$ cat config.mk
export PLATFORM = sky130hd
export DESIGN_NAME = dial_mask_geometry_scan_core
export DESIGN_NICKNAME = d
export VERILOG_FILES = /design/src/hdl/dmgs_pkg.sv /design/src/hdl/dial_mask_geometry_scan_core.sv /design/src/hdl/dmgs_cfg.sv /design/src/hdl/dmgs_scan.sv
export SDC_FILE = /design/constraint.sdc
export NUM_CORES = 1
export LEC_CHECK = 0
export BUFFER_PORTS_ARGS = -buffer_cell sky130_fd_sc_hd__buf_2
export CORE_ASPECT_RATIO = 1.4
export CORE_UTILIZATION = 50
export CTS_BUF_LIST = sky130_fd_sc_hd__clkbuf_8 sky130_fd_sc_hd__clkbuf_16
export DETAILED_ROUTE_END_ITERATION = 7
export GPL_TIMING_DRIVEN = 0
export PLACE_DENSITY = 0.66
export SETUP_SLACK_MARGIN = 0.3
export SLEW_MARGIN = 20
export SYNTH_ARGS = -nofsm -noshare
export SYNTH_HDL_FRONTEND = slang
export SYNTH_SLANG_ARGS = --single-unit
$ cat constraint.sdc
create_clock -name clk -period 17.3 [get_ports clk]
set_input_delay 0.865 -clock clk [delete_from_list [all_inputs] [get_ports clk]]
set_output_delay 0.865 -clock clk [all_outputs]
set_load 0.03 [all_outputs]
$ cat src/hdl/dmgs_pkg.sv
package dmgs_pkg;

    // Fixed field widths
    localparam int PIX_W       = 8;
    localparam int CFG_W       = 11;
    localparam int CFG_INDEX_W = 2;
    localparam int OUT_W       = 10;

    // Default size limits and reset frame size
    localparam int DEF_MAX_WIDTH  = 1024;
    localparam int DEF_MAX_HEIGHT = 1024;
    localparam int RESET_WIDTH    = 640;
    localparam int RESET_HEIGHT   = 480;
    localparam int MIN_SIZE       = 2;

    // Pixel codes
    localparam logic [PIX_W-1:0] PIX_MARK  = 8'd255;
    localparam logic [PIX_W-1:0] PIX_EMPTY = 8'd0;

    // Configuration register indexes
    localparam logic [CFG_INDEX_W-1:0] REG_FRAME_WIDTH  = 2'd0;
    localparam logic [CFG_INDEX_W-1:0] REG_FRAME_HEIGHT = 2'd1;

    typedef struct packed {
        logic [OUT_W-1:0] start_x;
        logic [OUT_W-1:0] start_y;
        logic [OUT_W-1:0] end_x;
        logic [OUT_W-1:0] end_y;
        logic             ends_found;
        logic [OUT_W-1:0] center_x;
        logic [OUT_W-1:0] center_y;
    } result_t;

    // Clamp a requested frame size into [MIN_SIZE, maxv]
    function automatic int clamp_size(input int v, input int maxv);
        int r;
        r = v;
        if (v < MIN_SIZE)
        begin
            r = MIN_SIZE;
        end
        else if (v > maxv)
        begin
            r = maxv;
        end
        return r;
    endfunction

endpackage

$ cat src/hdl/dial_mask_geometry_scan_core.sv
// Result path: the last pixel of a frame passes the pixel input register, then the
// result register, before its frame result is offered.
// Throughput: 1 pixel per cycle; the scan stage updates all frame state per pixel.
// The output register holds a pending result while later pixels keep flowing; only
// the last pixel of the next frame waits for it to be taken.
// Reset: frame size 640 x 480 (clamped to MAX_WIDTH/MAX_HEIGHT), frame state cleared,
// no clearing pass; a size write also restarts the frame.
module dial_mask_geometry_scan_core #(
    parameter int MAX_WIDTH  = dmgs_pkg::DEF_MAX_WIDTH,
    parameter int MAX_HEIGHT = dmgs_pkg::DEF_MAX_HEIGHT
) (
    input  logic                             clk,
    input  logic                             rst_n,
    // pixel stream
    input  logic                             in_valid,
    output logic                             in_ready,
    input  logic [dmgs_pkg::PIX_W-1:0]       pixel,
    // frame results
    output logic                             out_valid,
    input  logic                             out_ready,
    output logic [dmgs_pkg::OUT_W-1:0]       start_x,
    output logic [dmgs_pkg::OUT_W-1:0]       start_y,
    output logic [dmgs_pkg::OUT_W-1:0]       end_x,
    output logic [dmgs_pkg::OUT_W-1:0]       end_y,
    output logic                             ends_found,
    output logic [dmgs_pkg::OUT_W-1:0]       center_x,
    output logic [dmgs_pkg::OUT_W-1:0]       center_y,
    // configuration writes
    input  logic                             cfg_valid,
    output logic                             cfg_ready,
    input  logic [dmgs_pkg::CFG_INDEX_W-1:0] cfg_index,
    input  logic [dmgs_pkg::CFG_W-1:0]       cfg_data
);

    localparam int CW = $clog2(MAX_WIDTH + 1);
    localparam int CH = $clog2(MAX_HEIGHT + 1);

    // Input stage: one pixel held for the scan stage
    logic                        s1_valid_reg;
    logic                        s1_valid_next;
    logic [dmgs_pkg::PIX_W-1:0]  pixel_reg;

    // Output stage: one finished frame result
    logic                        out_valid_reg;
    logic                        out_valid_next;
    dmgs_pkg::result_t           result_reg;

    logic [CW-1:0]               width_eff;
    logic [CH-1:0]               height_eff;
    logic                        restart;
    logic                        frame_done;
    dmgs_pkg::result_t           result;
    logic                        out_free;
    logic                        advance;
    logic                        load_out;

    // Retire the held pixel unless it closes the frame and the result slot is busy
    assign out_free = !out_valid_reg || out_ready;
    assign advance  = s1_valid_reg && (!frame_done || out_free);
    assign load_out = advance && frame_done;
    assign in_ready = !s1_valid_reg || advance;

    // Take size writes only with no pixel in flight
    assign cfg_ready = !s1_valid_reg;

    dmgs_cfg #(
        .MAX_WIDTH  (MAX_WIDTH),
        .MAX_HEIGHT (MAX_HEIGHT)
    ) u_cfg (
        .clk         (clk),
        .rst_n       (rst_n),
        .write_en    (cfg_valid && cfg_ready),
        .write_index (cfg_index),
        .write_data  (cfg_data),
        .width_eff   (width_eff),
        .height_eff  (height_eff),
        .restart     (restart)
    );

    dmgs_scan #(
        .MAX_WIDTH  (MAX_WIDTH),
        .MAX_HEIGHT (MAX_HEIGHT)
    ) u_scan (
        .clk        (clk),
        .rst_n      (rst_n),
        .step       (advance),
        .restart    (restart),
        .width_eff  (width_eff),
        .height_eff (height_eff),
        .pixel      (pixel_reg),
        .frame_done (frame_done),
        .result     (result)
    );

    always_comb
    begin
        s1_valid_next = s1_valid_reg;
        if (in_valid && in_ready)
        begin
            s1_valid_next = 1'b1;
        end
        else if (advance)
        begin
            s1_valid_next = 1'b0;
        end

        out_valid_next = out_valid_reg;
        if (load_out)
        begin
            out_valid_next = 1'b1;
        end
        else if (out_ready)
        begin
            out_valid_next = 1'b0;
        end
    end

    always_ff @(posedge clk or negedge rst_n)
    begin
        if (!rst_n)
        begin
            s1_valid_reg  <= 1'b0;
            out_valid_reg <= 1'b0;
        end
        else
        begin
            s1_valid_reg  <= s1_valid_next;
            out_valid_reg <= out_valid_next;
        end
    end

    // Payload registers: hold until the next transaction
    always_ff @(posedge clk)
    begin
        if (in_valid && in_ready)
        begin
            pixel_reg <= pixel;
        end
        if (load_out)
        begin
            result_reg <= result;
        end
    end

    assign out_valid  = out_valid_reg;
    assign start_x    = result_reg.start_x;
    assign start_y    = result_reg.start_y;
    assign end_x      = result_reg.end_x;
    assign end_y      = result_reg.end_y;
    assign ends_found = result_reg.ends_found;
    assign center_x   = result_reg.center_x;
    assign center_y   = result_reg.center_y;

    a_load_shows: assert property (@(posedge clk) disable iff (!rst_n)
        load_out |=> out_valid_reg)
        else $error("frame result lost at output register");

    a_no_overwrite: assert property (@(posedge clk) disable iff (!rst_n)
        (out_valid_reg && !out_ready) |-> !load_out)
        else $error("pending frame result overwritten");

    a_cfg_idle: assert property (@(posedge clk) disable iff (!rst_n)
        restart |=> (s1_valid_reg == $past(in_valid && in_ready)))
        else $error("size write overlapped a pixel in flight");

endmodule

$ cat src/hdl/dmgs_cfg.sv
module dmgs_cfg #(
    parameter int MAX_WIDTH  = dmgs_pkg::DEF_MAX_WIDTH,
    parameter int MAX_HEIGHT = dmgs_pkg::DEF_MAX_HEIGHT
) (
    input  logic                                clk,
    input  logic                                rst_n,
    input  logic                                write_en,
    input  logic [dmgs_pkg::CFG_INDEX_W-1:0]    write_index,
    input  logic [dmgs_pkg::CFG_W-1:0]          write_data,
    output logic [$clog2(MAX_WIDTH+1)-1:0]      width_eff,
    output logic [$clog2(MAX_HEIGHT+1)-1:0]     height_eff,
    output logic                                restart
);

    localparam int CW = $clog2(MAX_WIDTH + 1);
    localparam int CH = $clog2(MAX_HEIGHT + 1);

    localparam logic [CW-1:0] WIDTH_RST =
        CW'(dmgs_pkg::clamp_size(dmgs_pkg::RESET_WIDTH, MAX_WIDTH));
    localparam logic [CH-1:0] HEIGHT_RST =
        CH'(dmgs_pkg::clamp_size(dmgs_pkg::RESET_HEIGHT, MAX_HEIGHT));

    logic [CW-1:0] width_reg;
    logic [CW-1:0] width_next;
    logic [CH-1:0] height_reg;
    logic [CH-1:0] height_next;
    logic          hit;

    always_comb
    begin
        width_next  = width_reg;
        height_next = height_reg;
        hit         = 1'b0;
        unique case (write_index)
            dmgs_pkg::REG_FRAME_WIDTH:
            begin
                hit        = write_en;
                width_next = CW'(dmgs_pkg::clamp_size(int'(write_data), MAX_WIDTH));
            end
            dmgs_pkg::REG_FRAME_HEIGHT:
            begin
                hit         = write_en;
                height_next = CH'(dmgs_pkg::clamp_size(int'(write_data), MAX_HEIGHT));
            end
            default:
            begin
                hit = 1'b0;
            end
        endcase
    end

    always_ff @(posedge clk or negedge rst_n)
    begin
        if (!rst_n)
        begin
            width_reg  <= WIDTH_RST;
            height_reg <= HEIGHT_RST;
        end
        else if (hit)
        begin
            width_reg  <= width_next;
            height_reg <= height_next;
        end
    end

    assign width_eff  = width_reg;
    assign height_eff = height_reg;
    assign restart    = hit;

endmodule

$ cat src/hdl/dmgs_scan.sv
module dmgs_scan #(
    parameter int MAX_WIDTH  = dmgs_pkg::DEF_MAX_WIDTH,
    parameter int MAX_HEIGHT = dmgs_pkg::DEF_MAX_HEIGHT
) (
    input  logic                                clk,
    input  logic                                rst_n,
    input  logic                                step,
    input  logic                                restart,
    input  logic [$clog2(MAX_WIDTH+1)-1:0]      width_eff,
    input  logic [$clog2(MAX_HEIGHT+1)-1:0]     height_eff,
    input  logic [dmgs_pkg::PIX_W-1:0]          pixel,
    output logic                                frame_done,
    output dmgs_pkg::result_t                   result
);

    localparam int XW = $clog2(MAX_WIDTH);
    localparam int YW = $clog2(MAX_HEIGHT);
    localparam int CH = $clog2(MAX_HEIGHT + 1);

    // Column and row position; rows are counted up from the top row
    logic [XW-1:0]        col_reg,         col_next;
    logic [YW-1:0]        rows_reg,        rows_next;
    logic [XW-1:0]        first_reg,       first_next;
    logic [XW-1:0]        last_reg,        last_next;
    logic                 has_mark_reg,    has_mark_next;
    logic signed [XW:0]   wspan_reg,       wspan_next;
    logic signed [XW:0]   wleft_reg,       wleft_next;
    logic signed [XW:0]   wright_reg,      wright_next;
    logic signed [YW:0]   band_last_reg,   band_last_next;
    logic signed [YW:0]   band_first_reg,  band_first_next;
    logic                 sfound_reg,      sfound_next;
    logic [XW-1:0]        sx_reg,          sx_next;
    logic [YW-1:0]        sy_reg,          sy_next;
    logic                 efound_reg,      efound_next;
    logic [XW-1:0]        ex_reg,          ex_next;
    logic [YW-1:0]        ey_reg,          ey_next;

    logic [XW:0]          col_plus;
    logic [XW:0]          w_ext;
    logic                 last_col;
    logic [CH-1:0]        h_less;
    logic [YW-1:0]        row_i;
    logic                 row_live;
    logic [XW-1:0]        mid;
    logic                 pix_hit;
    logic                 pix_nz;
    logic signed [XW:0]   left_s;
    logic signed [XW:0]   right_s;
    logic signed [XW:0]   span_s;
    logic                 take;
    logic                 ok;
    logic signed [XW+1:0] sum_x;
    logic signed [YW+1:0] sum_y;
    logic [XW:0]          cx_full;
    logic [YW:0]          cy_full;
    logic [31:0]          sx32, sy32, ex32, ey32, cx32, cy32;

    assign col_plus = {1'b0, col_reg} + 1'b1;
    assign w_ext    = (XW+1)'(width_eff);
    assign last_col = col_plus >= w_ext;
    assign h_less   = height_eff - CH'(1);
    assign row_i    = YW'(h_less - CH'(rows_reg));
    assign row_live = row_i != '0;
    assign mid      = XW'(width_eff >> 1);
    assign pix_hit  = pixel == dmgs_pkg::PIX_MARK;
    assign pix_nz   = pixel != dmgs_pkg::PIX_EMPTY;

    always_comb
    begin
        col_next        = col_reg;
        rows_next       = rows_reg;
        first_next      = first_reg;
        last_next       = last_reg;
        has_mark_next   = has_mark_reg;
        wspan_next      = wspan_reg;
        wleft_next      = wleft_reg;
        wright_next     = wright_reg;
        band_last_next  = band_last_reg;
        band_first_next = band_first_reg;
        sfound_next     = sfound_reg;
        sx_next         = sx_reg;
        sy_next         = sy_reg;
        efound_next     = efound_reg;
        ex_next         = ex_reg;
        ey_next         = ey_reg;

        // Row 0 is taken in but never marks anything
        if (row_live && pix_hit && (col_reg < mid) && !sfound_reg)
        begin
            sfound_next = 1'b1;
            sx_next     = col_reg;
            sy_next     = row_i;
        end
        if (row_live && pix_hit && (col_reg > mid) && !efound_reg)
        begin
            efound_next = 1'b1;
            ex_next     = col_reg;
            ey_next     = row_i;
        end
        if (row_live && pix_nz)
        begin
            if (!has_mark_reg)
            begin
                first_next = col_reg;
            end
            last_next     = col_reg;
            has_mark_next = 1'b1;
        end

        // An empty row measures from the middle column outward
        if (has_mark_next)
        begin
            left_s  = signed'({1'b0, first_next});
            right_s = signed'({1'b0, last_next});
        end
        else
        begin
            left_s  = signed'({1'b0, mid});
            right_s = signed'(w_ext - (XW+1)'(1) - {1'b0, mid});
        end
        span_s = right_s - left_s;
        take   = wspan_reg <= span_s;

        if (!last_col)
        begin
            col_next = col_plus[XW-1:0];
        end
        else if (row_live)
        begin
            if (take)
            begin
                if (wspan_reg != span_s)
                begin
                    band_first_next = signed'({1'b0, row_i});
                end
                band_last_next = signed'({1'b0, row_i});
                wspan_next     = span_s;
                wleft_next     = left_s;
                wright_next    = right_s;
            end
            rows_next     = rows_reg + YW'(1);
            col_next      = '0;
            has_mark_next = 1'b0;
            first_next    = '0;
            last_next     = '0;
        end

        if (!step)
        begin
            col_next        = col_reg;
            rows_next       = rows_reg;
            first_next      = first_reg;
            last_next       = last_reg;
            has_mark_next   = has_mark_reg;
            wspan_next      = wspan_reg;
            wleft_next      = wleft_reg;
            wright_next     = wright_reg;
            band_last_next  = band_last_reg;
            band_first_next = band_first_reg;
            sfound_next     = sfound_reg;
            sx_next         = sx_reg;
            sy_next         = sy_reg;
            efound_next     = efound_reg;
            ex_next         = ex_reg;
            ey_next         = ey_reg;
        end

        // Drop all frame state at frame end or on a size register write
        if (restart || (step && last_col && !row_live))
        begin
            col_next        = '0;
            rows_next       = '0;
            first_next      = '0;
            last_next       = '0;
            has_mark_next   = 1'b0;
            wspan_next      = '1;
            wleft_next      = '1;
            wright_next     = '1;
            band_last_next  = '1;
            band_first_next = '1;
            sfound_next     = 1'b0;
            sx_next         = '0;
            sy_next         = '0;
            efound_next     = 1'b0;
            ex_next         = '0;
            ey_next         = '0;
        end
    end

    always_ff @(posedge clk or negedge rst_n)
    begin
        if (!rst_n)
        begin
            col_reg        <= '0;
            rows_reg       <= '0;
            first_reg      <= '0;
            last_reg       <= '0;
            has_mark_reg   <= 1'b0;
            wspan_reg      <= '1;
            wleft_reg      <= '1;
            wright_reg     <= '1;
            band_last_reg  <= '1;
            band_first_reg <= '1;
            sfound_reg     <= 1'b0;
            sx_reg         <= '0;
            sy_reg         <= '0;
            efound_reg     <= 1'b0;
            ex_reg         <= '0;
            ey_reg         <= '0;
        end
        else
        begin
            col_reg        <= col_next;
            rows_reg       <= rows_next;
            first_reg      <= first_next;
            last_reg       <= last_next;
            has_mark_reg   <= has_mark_next;
            wspan_reg      <= wspan_next;
            wleft_reg      <= wleft_next;
            wright_reg     <= wright_next;
            band_last_reg  <= band_last_next;
            band_first_reg <= band_first_next;
            sfound_reg     <= sfound_next;
            sx_reg         <= sx_next;
            sy_reg         <= sy_next;
            efound_reg     <= efound_next;
            ex_reg         <= ex_next;
            ey_reg         <= ey_next;
        end
    end

    // Frame result, valid when the current pixel closes row 0
    assign frame_done = last_col && !row_live;
    assign ok         = sfound_reg && efound_reg && (sx_reg != '0) && (ex_reg != '0);
    assign sum_x      = {wleft_reg[XW], wleft_reg} + {wright_reg[XW], wright_reg};
    assign sum_y      = {band_last_reg[YW], band_last_reg} + {band_first_reg[YW], band_first_reg};
    assign cx_full    = sum_x[XW+1] ? '0 : sum_x[XW+1:1];
    assign cy_full    = sum_y[YW+1] ? '0 : sum_y[YW+1:1];
    assign sx32       = ok ? 32'(sx_reg) : '0;
    assign sy32       = ok ? 32'(sy_reg) : '0;
    assign ex32       = ok ? 32'(ex_reg) : '0;
    assign ey32       = ok ? 32'(ey_reg) : '0;
    assign cx32       = 32'(cx_full);
    assign cy32       = 32'(cy_full);

    assign result.start_x    = sx32[dmgs_pkg::OUT_W-1:0];
    assign result.start_y    = sy32[dmgs_pkg::OUT_W-1:0];
    assign result.end_x      = ex32[dmgs_pkg::OUT_W-1:0];
    assign result.end_y      = ey32[dmgs_pkg::OUT_W-1:0];
    assign result.ends_found = ok;
    assign result.center_x   = cx32[dmgs_pkg::OUT_W-1:0];
    assign result.center_y   = cy32[dmgs_pkg::OUT_W-1:0];

    a_col_in_row: assert property (@(posedge clk) disable iff (!rst_n)
        col_plus <= w_ext)
        else $error("column counter beyond frame width");

    a_start_left: assert property (@(posedge clk) disable iff (!rst_n)
        sfound_reg |-> (sx_reg < mid))
        else $error("start point not left of middle column");

    a_end_right: assert property (@(posedge clk) disable iff (!rst_n)
        efound_reg |-> (ex_reg > mid))
        else $error("end point not right of middle column");

endmodule

Word level (Yosys, flattened, before mapping)

Cells that the tools add are included.

Word-level logic and storage cells: 173
Output and inout port bits: 64
Register bits: 230

Order comparisons: 6
Reduce and logical (&&, ||, !) cells: 49
Equality and inequality tests: 4
Add/subtract/negate cells: 9
Muxes and demuxes: 77

Operators by type and width:

| operator                                              | count |
|---|---|
| two-way mux 10 bit                                    | 32 |
| two-way mux 11 bit                                    | 29 |
| nonzero test 10 bit                                   | 3 |
| adder 11 x 11 -> 12 bit                               | 2 |
| nonzero test 2 bit                                    | 9 |
| logical AND 1 bit                                     | 16 |
| two-way mux 1 bit                                     | 16 |
| adder 10 x 1 -> 11 bit, second input constant         | 1 |
| greater-or-equal comparator 11 bit                    | 1 |
| greater-than comparator 11 bit, second input constant | 1 |
| less-or-equal comparator 11 bit                       | 1 |
| < comparator 11 x 2 -> 1 bit, second input constant   | 1 |
| != test 11 bit                                        | 1 |
| subtractor 11 x 1 -> 11 bit, second input constant    | 1 |
| subtractor 11 x 10 -> 11 bit                          | 1 |
| subtractor 11 bit                                     | 1 |
| adder 10 x 1 -> 10 bit, second input constant         | 1 |
| greater-than comparator 10 bit                        | 1 |
| < comparator 10 bit                                   | 1 |
| AND reduction 2 bit                                   | 5 |
| subtractor 10 x 1 -> 10 bit, second input constant    | 1 |
| subtractor 10 bit                                     | 1 |
| == test 8 bit, second input constant                  | 1 |
| nonzero test 8 bit                                    | 1 |
| 9 further kinds                                       | 17 |

Depth between registers and ports, before layout

Word-level depth: 14
Gate-level depth with buffers: 37

By module

A second synthesis with hierarchy kept.

Cell total of the unflattened synthesis: 1231
Area total of the unflattened synthesis: 12982.5 um^2

Modules (own cells, without submodules):

| module                       | cells each | area each (um^2) | instances |
|---|---|---|---|
| dmgs_scan                    | 1064       | 9887.0           | 1 |
| dial_mask_geometry_scan_core | 81         | 2187.1           | 1 |
| dmgs_cfg                     | 86         | 908.4            | 1 |

Worst setup path after synthesis

OpenSTA, ideal clock, no wires.

Path kind: flip-flop to flip-flop
Start: reg u_scan.rows_reg[0]
End: reg u_scan.band_last_reg[0]
Buffers on the path: 5
Data arrival time: 6738 ps
Stages on the path, launching flop included: 38
Setup time: 73 ps
Path slack: 10489 ps
Path through: dfrtp_1 -> inv_1 -> ha_1 -> inv_1 -> fa_1 -> xor2_1 -> nor4b_1 -> mux2i_1 -> a211oi_1 -> and4_1 -> buf_2 -> or2_1 -> buf_4 -> clkbuf_1 -> nand2_1 -> a21oi_1 -> a21oi_1 -> ha_1 -> (+2 left out) -> o21a_1 -> nor2_1 -> a211oi_1 -> a221oi_4 -> o21bai_1 -> a21oi_1 -> xor2_1 -> ha_1 -> a2111oi_0 -> a21o_1 -> nand2b_1 -> nor2_1 -> mux2i_1 -> and4_1 -> buf_2 -> clkbuf_1 -> nor3_1 -> a21oi_1

Longest elaborated chain between the ends: 12
Elaborated cells on any way between the ends: 28

RTL lines:

| element                                                                    | RTL line         | source |
|---|---|---|
| start: declaration                                                         | dmgs_scan.sv:22  | `logic [YW-1:0] rows_reg, rows_next;` |
| start signal: assignment                                                   | dmgs_scan.sv:214 | `rows_reg <= rows_next;` |
| subtractor 10 bit *                                                        | dmgs_scan.sv:62  | `assign row_i = YW'(h_less - CH'(rows_reg));` |
| parallel branches: the longest is 11 deep, another holds subtractor 11 bit | --               |  |
| end signal: assignment                                                     | dmgs_scan.sv:221 | `band_last_reg <= band_last_next;` |
| end: declaration                                                           | dmgs_scan.sv:29  | `logic signed [YW:0] band_last_reg, band_last_next;` |

Mark *: on every way between the ends. The select of a mux whose other input is x is not followed.
A chain may end at the register's enable or synchronous reset.

Final worst setup path

Start: reg u_scan.rows_reg[0]
End: reg u_scan.wspan_reg[7]

Longest elaborated chain between the ends: 12
Elaborated cells on any way between the ends: 28

RTL lines:

| element                                                                    | RTL line         | source |
|---|---|---|
| subtractor 10 bit *                                                        | dmgs_scan.sv:62  |  |
| nonzero test 10 bit *                                                      | dmgs_scan.sv:63  | `assign row_live = row_i != '0;` |
| parallel branches: the longest is 10 deep, another holds subtractor 11 bit | --               |  |
| end signal: assignment                                                     | dmgs_scan.sv:218 | `wspan_reg <= wspan_next;` |
| end: declaration                                                           | dmgs_scan.sv:26  | `logic signed [XW:0] wspan_reg, wspan_next;` |

Marked as above.

==> metrics <==
Crit path required time 17.75 ns; multi-input logic area 0.00596 sq mm; min Tclk post-route 8.61 ns; RePlAce Congestion 0.935; hold_buf cts 0; post-DR vias/cell 5.62; dominant cell type by area after synthesis dfrtp_1; fin util 0.580; fill count 2229; synth unique cells 66; antenna violations before repair 0; Post-synth EDFFs 69; most frequent cell after synthesis nor2_1; clock slew at reported path FFs 0.07 ns; Pre-antenna DRT Iters 5; critical path's most frequent cell a21oi_1; largest net degree at the start of global routing 81; max incr delay on CP 0.60 ns; synthesized net count 1347; reg2reg setup slack 8.69 ns; storage element area 0.00615 sq mm; Async SR Flop Fraction 0.699; top post-synthesis cells by area dfrtp_1 20%, edfxtp_1 16%, dfstp_2 13%, ha_1 8.2%, nor2_1 4.1%; worst skew pair latency 0.54 ns; Post-Synth XOR/XNOR Area 0.0367; drt first-iter violations 679; I/O Buffers 89; mapped cell area 0.0126 sq mm; largest family of logic cells by synthesized area simple AND/OR/NAND/NOR gates; Post-CTS Setup Bufs 0; core area 0.0247 sq mm; Chip Width 136 microns; TritonCTS clock tree yes; fin crit share 0.497; final setup violation count 0; Routed Antenna Nets 0; Area Growth Syn to Fin 13.9%; Critical Path Slowest Stage Cell xor2_1; root buffer cell clkbuf_16; total power 2180 uW; via count 9467; cts repair resizes 0; PD cells 152 mW/mm^2; kind of critical path register to register; Tightest Hold Check Type input pin to async pin; peak supply drop 77.8 uV; post-synthesis simple-gate area fraction 0.166; vias in the first global route 9449; layout net count 1466; overall die area 0.0258 sq mm; Max Slew Vio Count 0; Row Count 68; mux share of post-synthesis cell area 0.0412; post-synthesis compound-gate area fraction 0.140; Inserted Clock Buffers 24; synthesized instance count 1234; Post-route DRC 0; share of layout cells above drive strength 1 0.171; yosys warns 0; slew of the pin with the lowest slew margin 0.930 ns; die height 190 microns; Worst EP arrival 9.06 ns; leakage 0.00615 uW; post-route setup slack 8.69 ns; dpl hpwl 23500 microns; H-tree Lvls 1; Max FO, Critical Path 10; Worst R2R End u_scan.wspan_reg[7]; RSZ-0062 raised after global routing false; CP endpoint kind register; sequential share of the synthesized area 0.490; Reg2Reg Depth 36; maxcap violations 0; diodes inserted 0; Hold Fails Final Rpt 0; Startpoint Class register; Total Wirelength 30800 microns; setup TNS 0 ns; Place WS 8.81 ns; Mapped Avg Cell Area 10.2 sq um; maximum root-to-sink buffer count 3; synth cell count leaders 136 x nor2_1, 100 x dfrtp_1, 87 x nand2_1; Synth Register Bits 229; Layout Skew 0.0234 ns; DR WL/cell 18.3 microns; FMAX 0.116 GHz; Ports 90; total grt overflow 0; slew margin rel. 0.370; first-pass GRT wire length 49700 microns; initial core utilization 0.509; clk sink count 229; Post-Synth Adder-Cell Area 0.0897; reg2reg start u_scan.rows_reg[0]; Yosys top cell area share 0.199; status finished, final reports clean; total track usage 0.249; Post-synth top flop dfrtp_1
==> cell families after synthesis <==
kind of cell / after synthesis
adder cells (fa/ha/maj): 87
flip-flops: 229
XOR/XNOR: 51
AND/OR/NAND/NOR: 432
multiplexers: 50
AO/OA/AOI/OAI: 266
buffers and inverters: 119
==> worst max path at each step <==
| stage | endpoint | cells after the start | slack, ns | from |
|---|---|---|---|---|
| 6_report | u_scan.wspan_reg[7] | 36 | 8.69 | u_scan.rows_reg[0] |
| 3_3_place_gp | u_scan.wspan_reg[2] | 36 | 8.98 | u_scan.rows_reg[0] |
| 3_5_place_dp | u_scan.wspan_reg[3] | 36 | 8.81 | u_scan.rows_reg[0] |
| 4_1_cts | u_scan.wspan_reg[3] | 36 | 8.75 | u_scan.rows_reg[0] |
| 5_1_grt | u_scan.wspan_reg[6] | 36 | 7.93 | u_scan.rows_reg[0] |
| 2_1_floorplan | u_scan.band_last_reg[0] | 37 | 10.49 | u_scan.rows_reg[0] |
==> per-stage QoR <==
| stage | instances | area [sq um] | hold WS, ns |
|---|---|---|---|
| finish | 1686 | 14300 | 0.176 |
| CTS | 1686 | 14300 | 0.163 |
| detailed placement | 1642 | 13500 | 0.477 |
| floorplan | 1234 | 12600 | 0.454 |
| global route | 1686 | 14300 | 0.175 |
| global placement | 1638 | 13400 | 0.472 |
==> where the power goes <==
part,total [uW],internal [uW],switching [uW]
clock network,507,286,221
logic,920,389,530
registers,749,690,59.1
total,2180,1360,811
==> cell type report <==
class / instances / share of cell area
Clock buffer: 24 / 0.0420
Tap cell: 315 / 0.0276
Clock inverter: 20 / 0.0122
Timing Repair Buffer: 93 / 0.0390
Buffer: 62 / 0.0176
Inverter: 57 / 0.0150
Multi-Input combinational cell: 886 / 0.417
Sequential cell: 229 / 0.430
==> cell usage in the layout, fill, tap and decap left out, types with 20 or more instances in the layout <==
master / Yosys / final
a21oi_1: 84 / 84
nor3_1: 54 / 52
xnor2_1: 30 / 30
dfstp_2: 60 / 60
ha_1: 82 / 82
a22o_1: 20 / 20
o21ai_0: 55 / 55
edfxtp_1: 69 / 69
buf_2: 3 / 91
dfrtp_1: 100 / 100
a21o_1: 23 / 23
clkbuf_1: 50 / 50
nand2_1: 87 / 87
and2_1: 45 / 45
clkbuf_16: 0 / 24
xor2_1: 20 / 20
nor2_1: 136 / 135
mux2i_1: 36 / 36
nand3_1: 26 / 26
inv_1: 57 / 60
nor2b_1: 20 / 20
==> critical path: cells and delay by family (launching register included) <==
family | cells | cell delay (ns)
AO/OA/AOI/OAI | 14 | 2.78
XOR/XNOR | 2 | 0.85
adder cells (fa/ha/maj) | 4 | 1.20
buffers and inverters | 7 | 1.58
flip-flops | 1 | 0.42
multiplexers | 1 | 0.11
AND/OR/NAND/NOR | 8 | 1.60
==> per-layer routing <==
metal / global-route usage / up-vias / part of all wire
li1: - / 4623 / -
met1: 0.320 / 4523 / 0.42
met2: 0.429 / 258 / 0.50
met3: 0.0246 / 63 / 0.040
met4: 0.0970 / 0 / 0.038
met5: 0 / - / 0
Note: power is estimated with default switching activity, not from simulation.
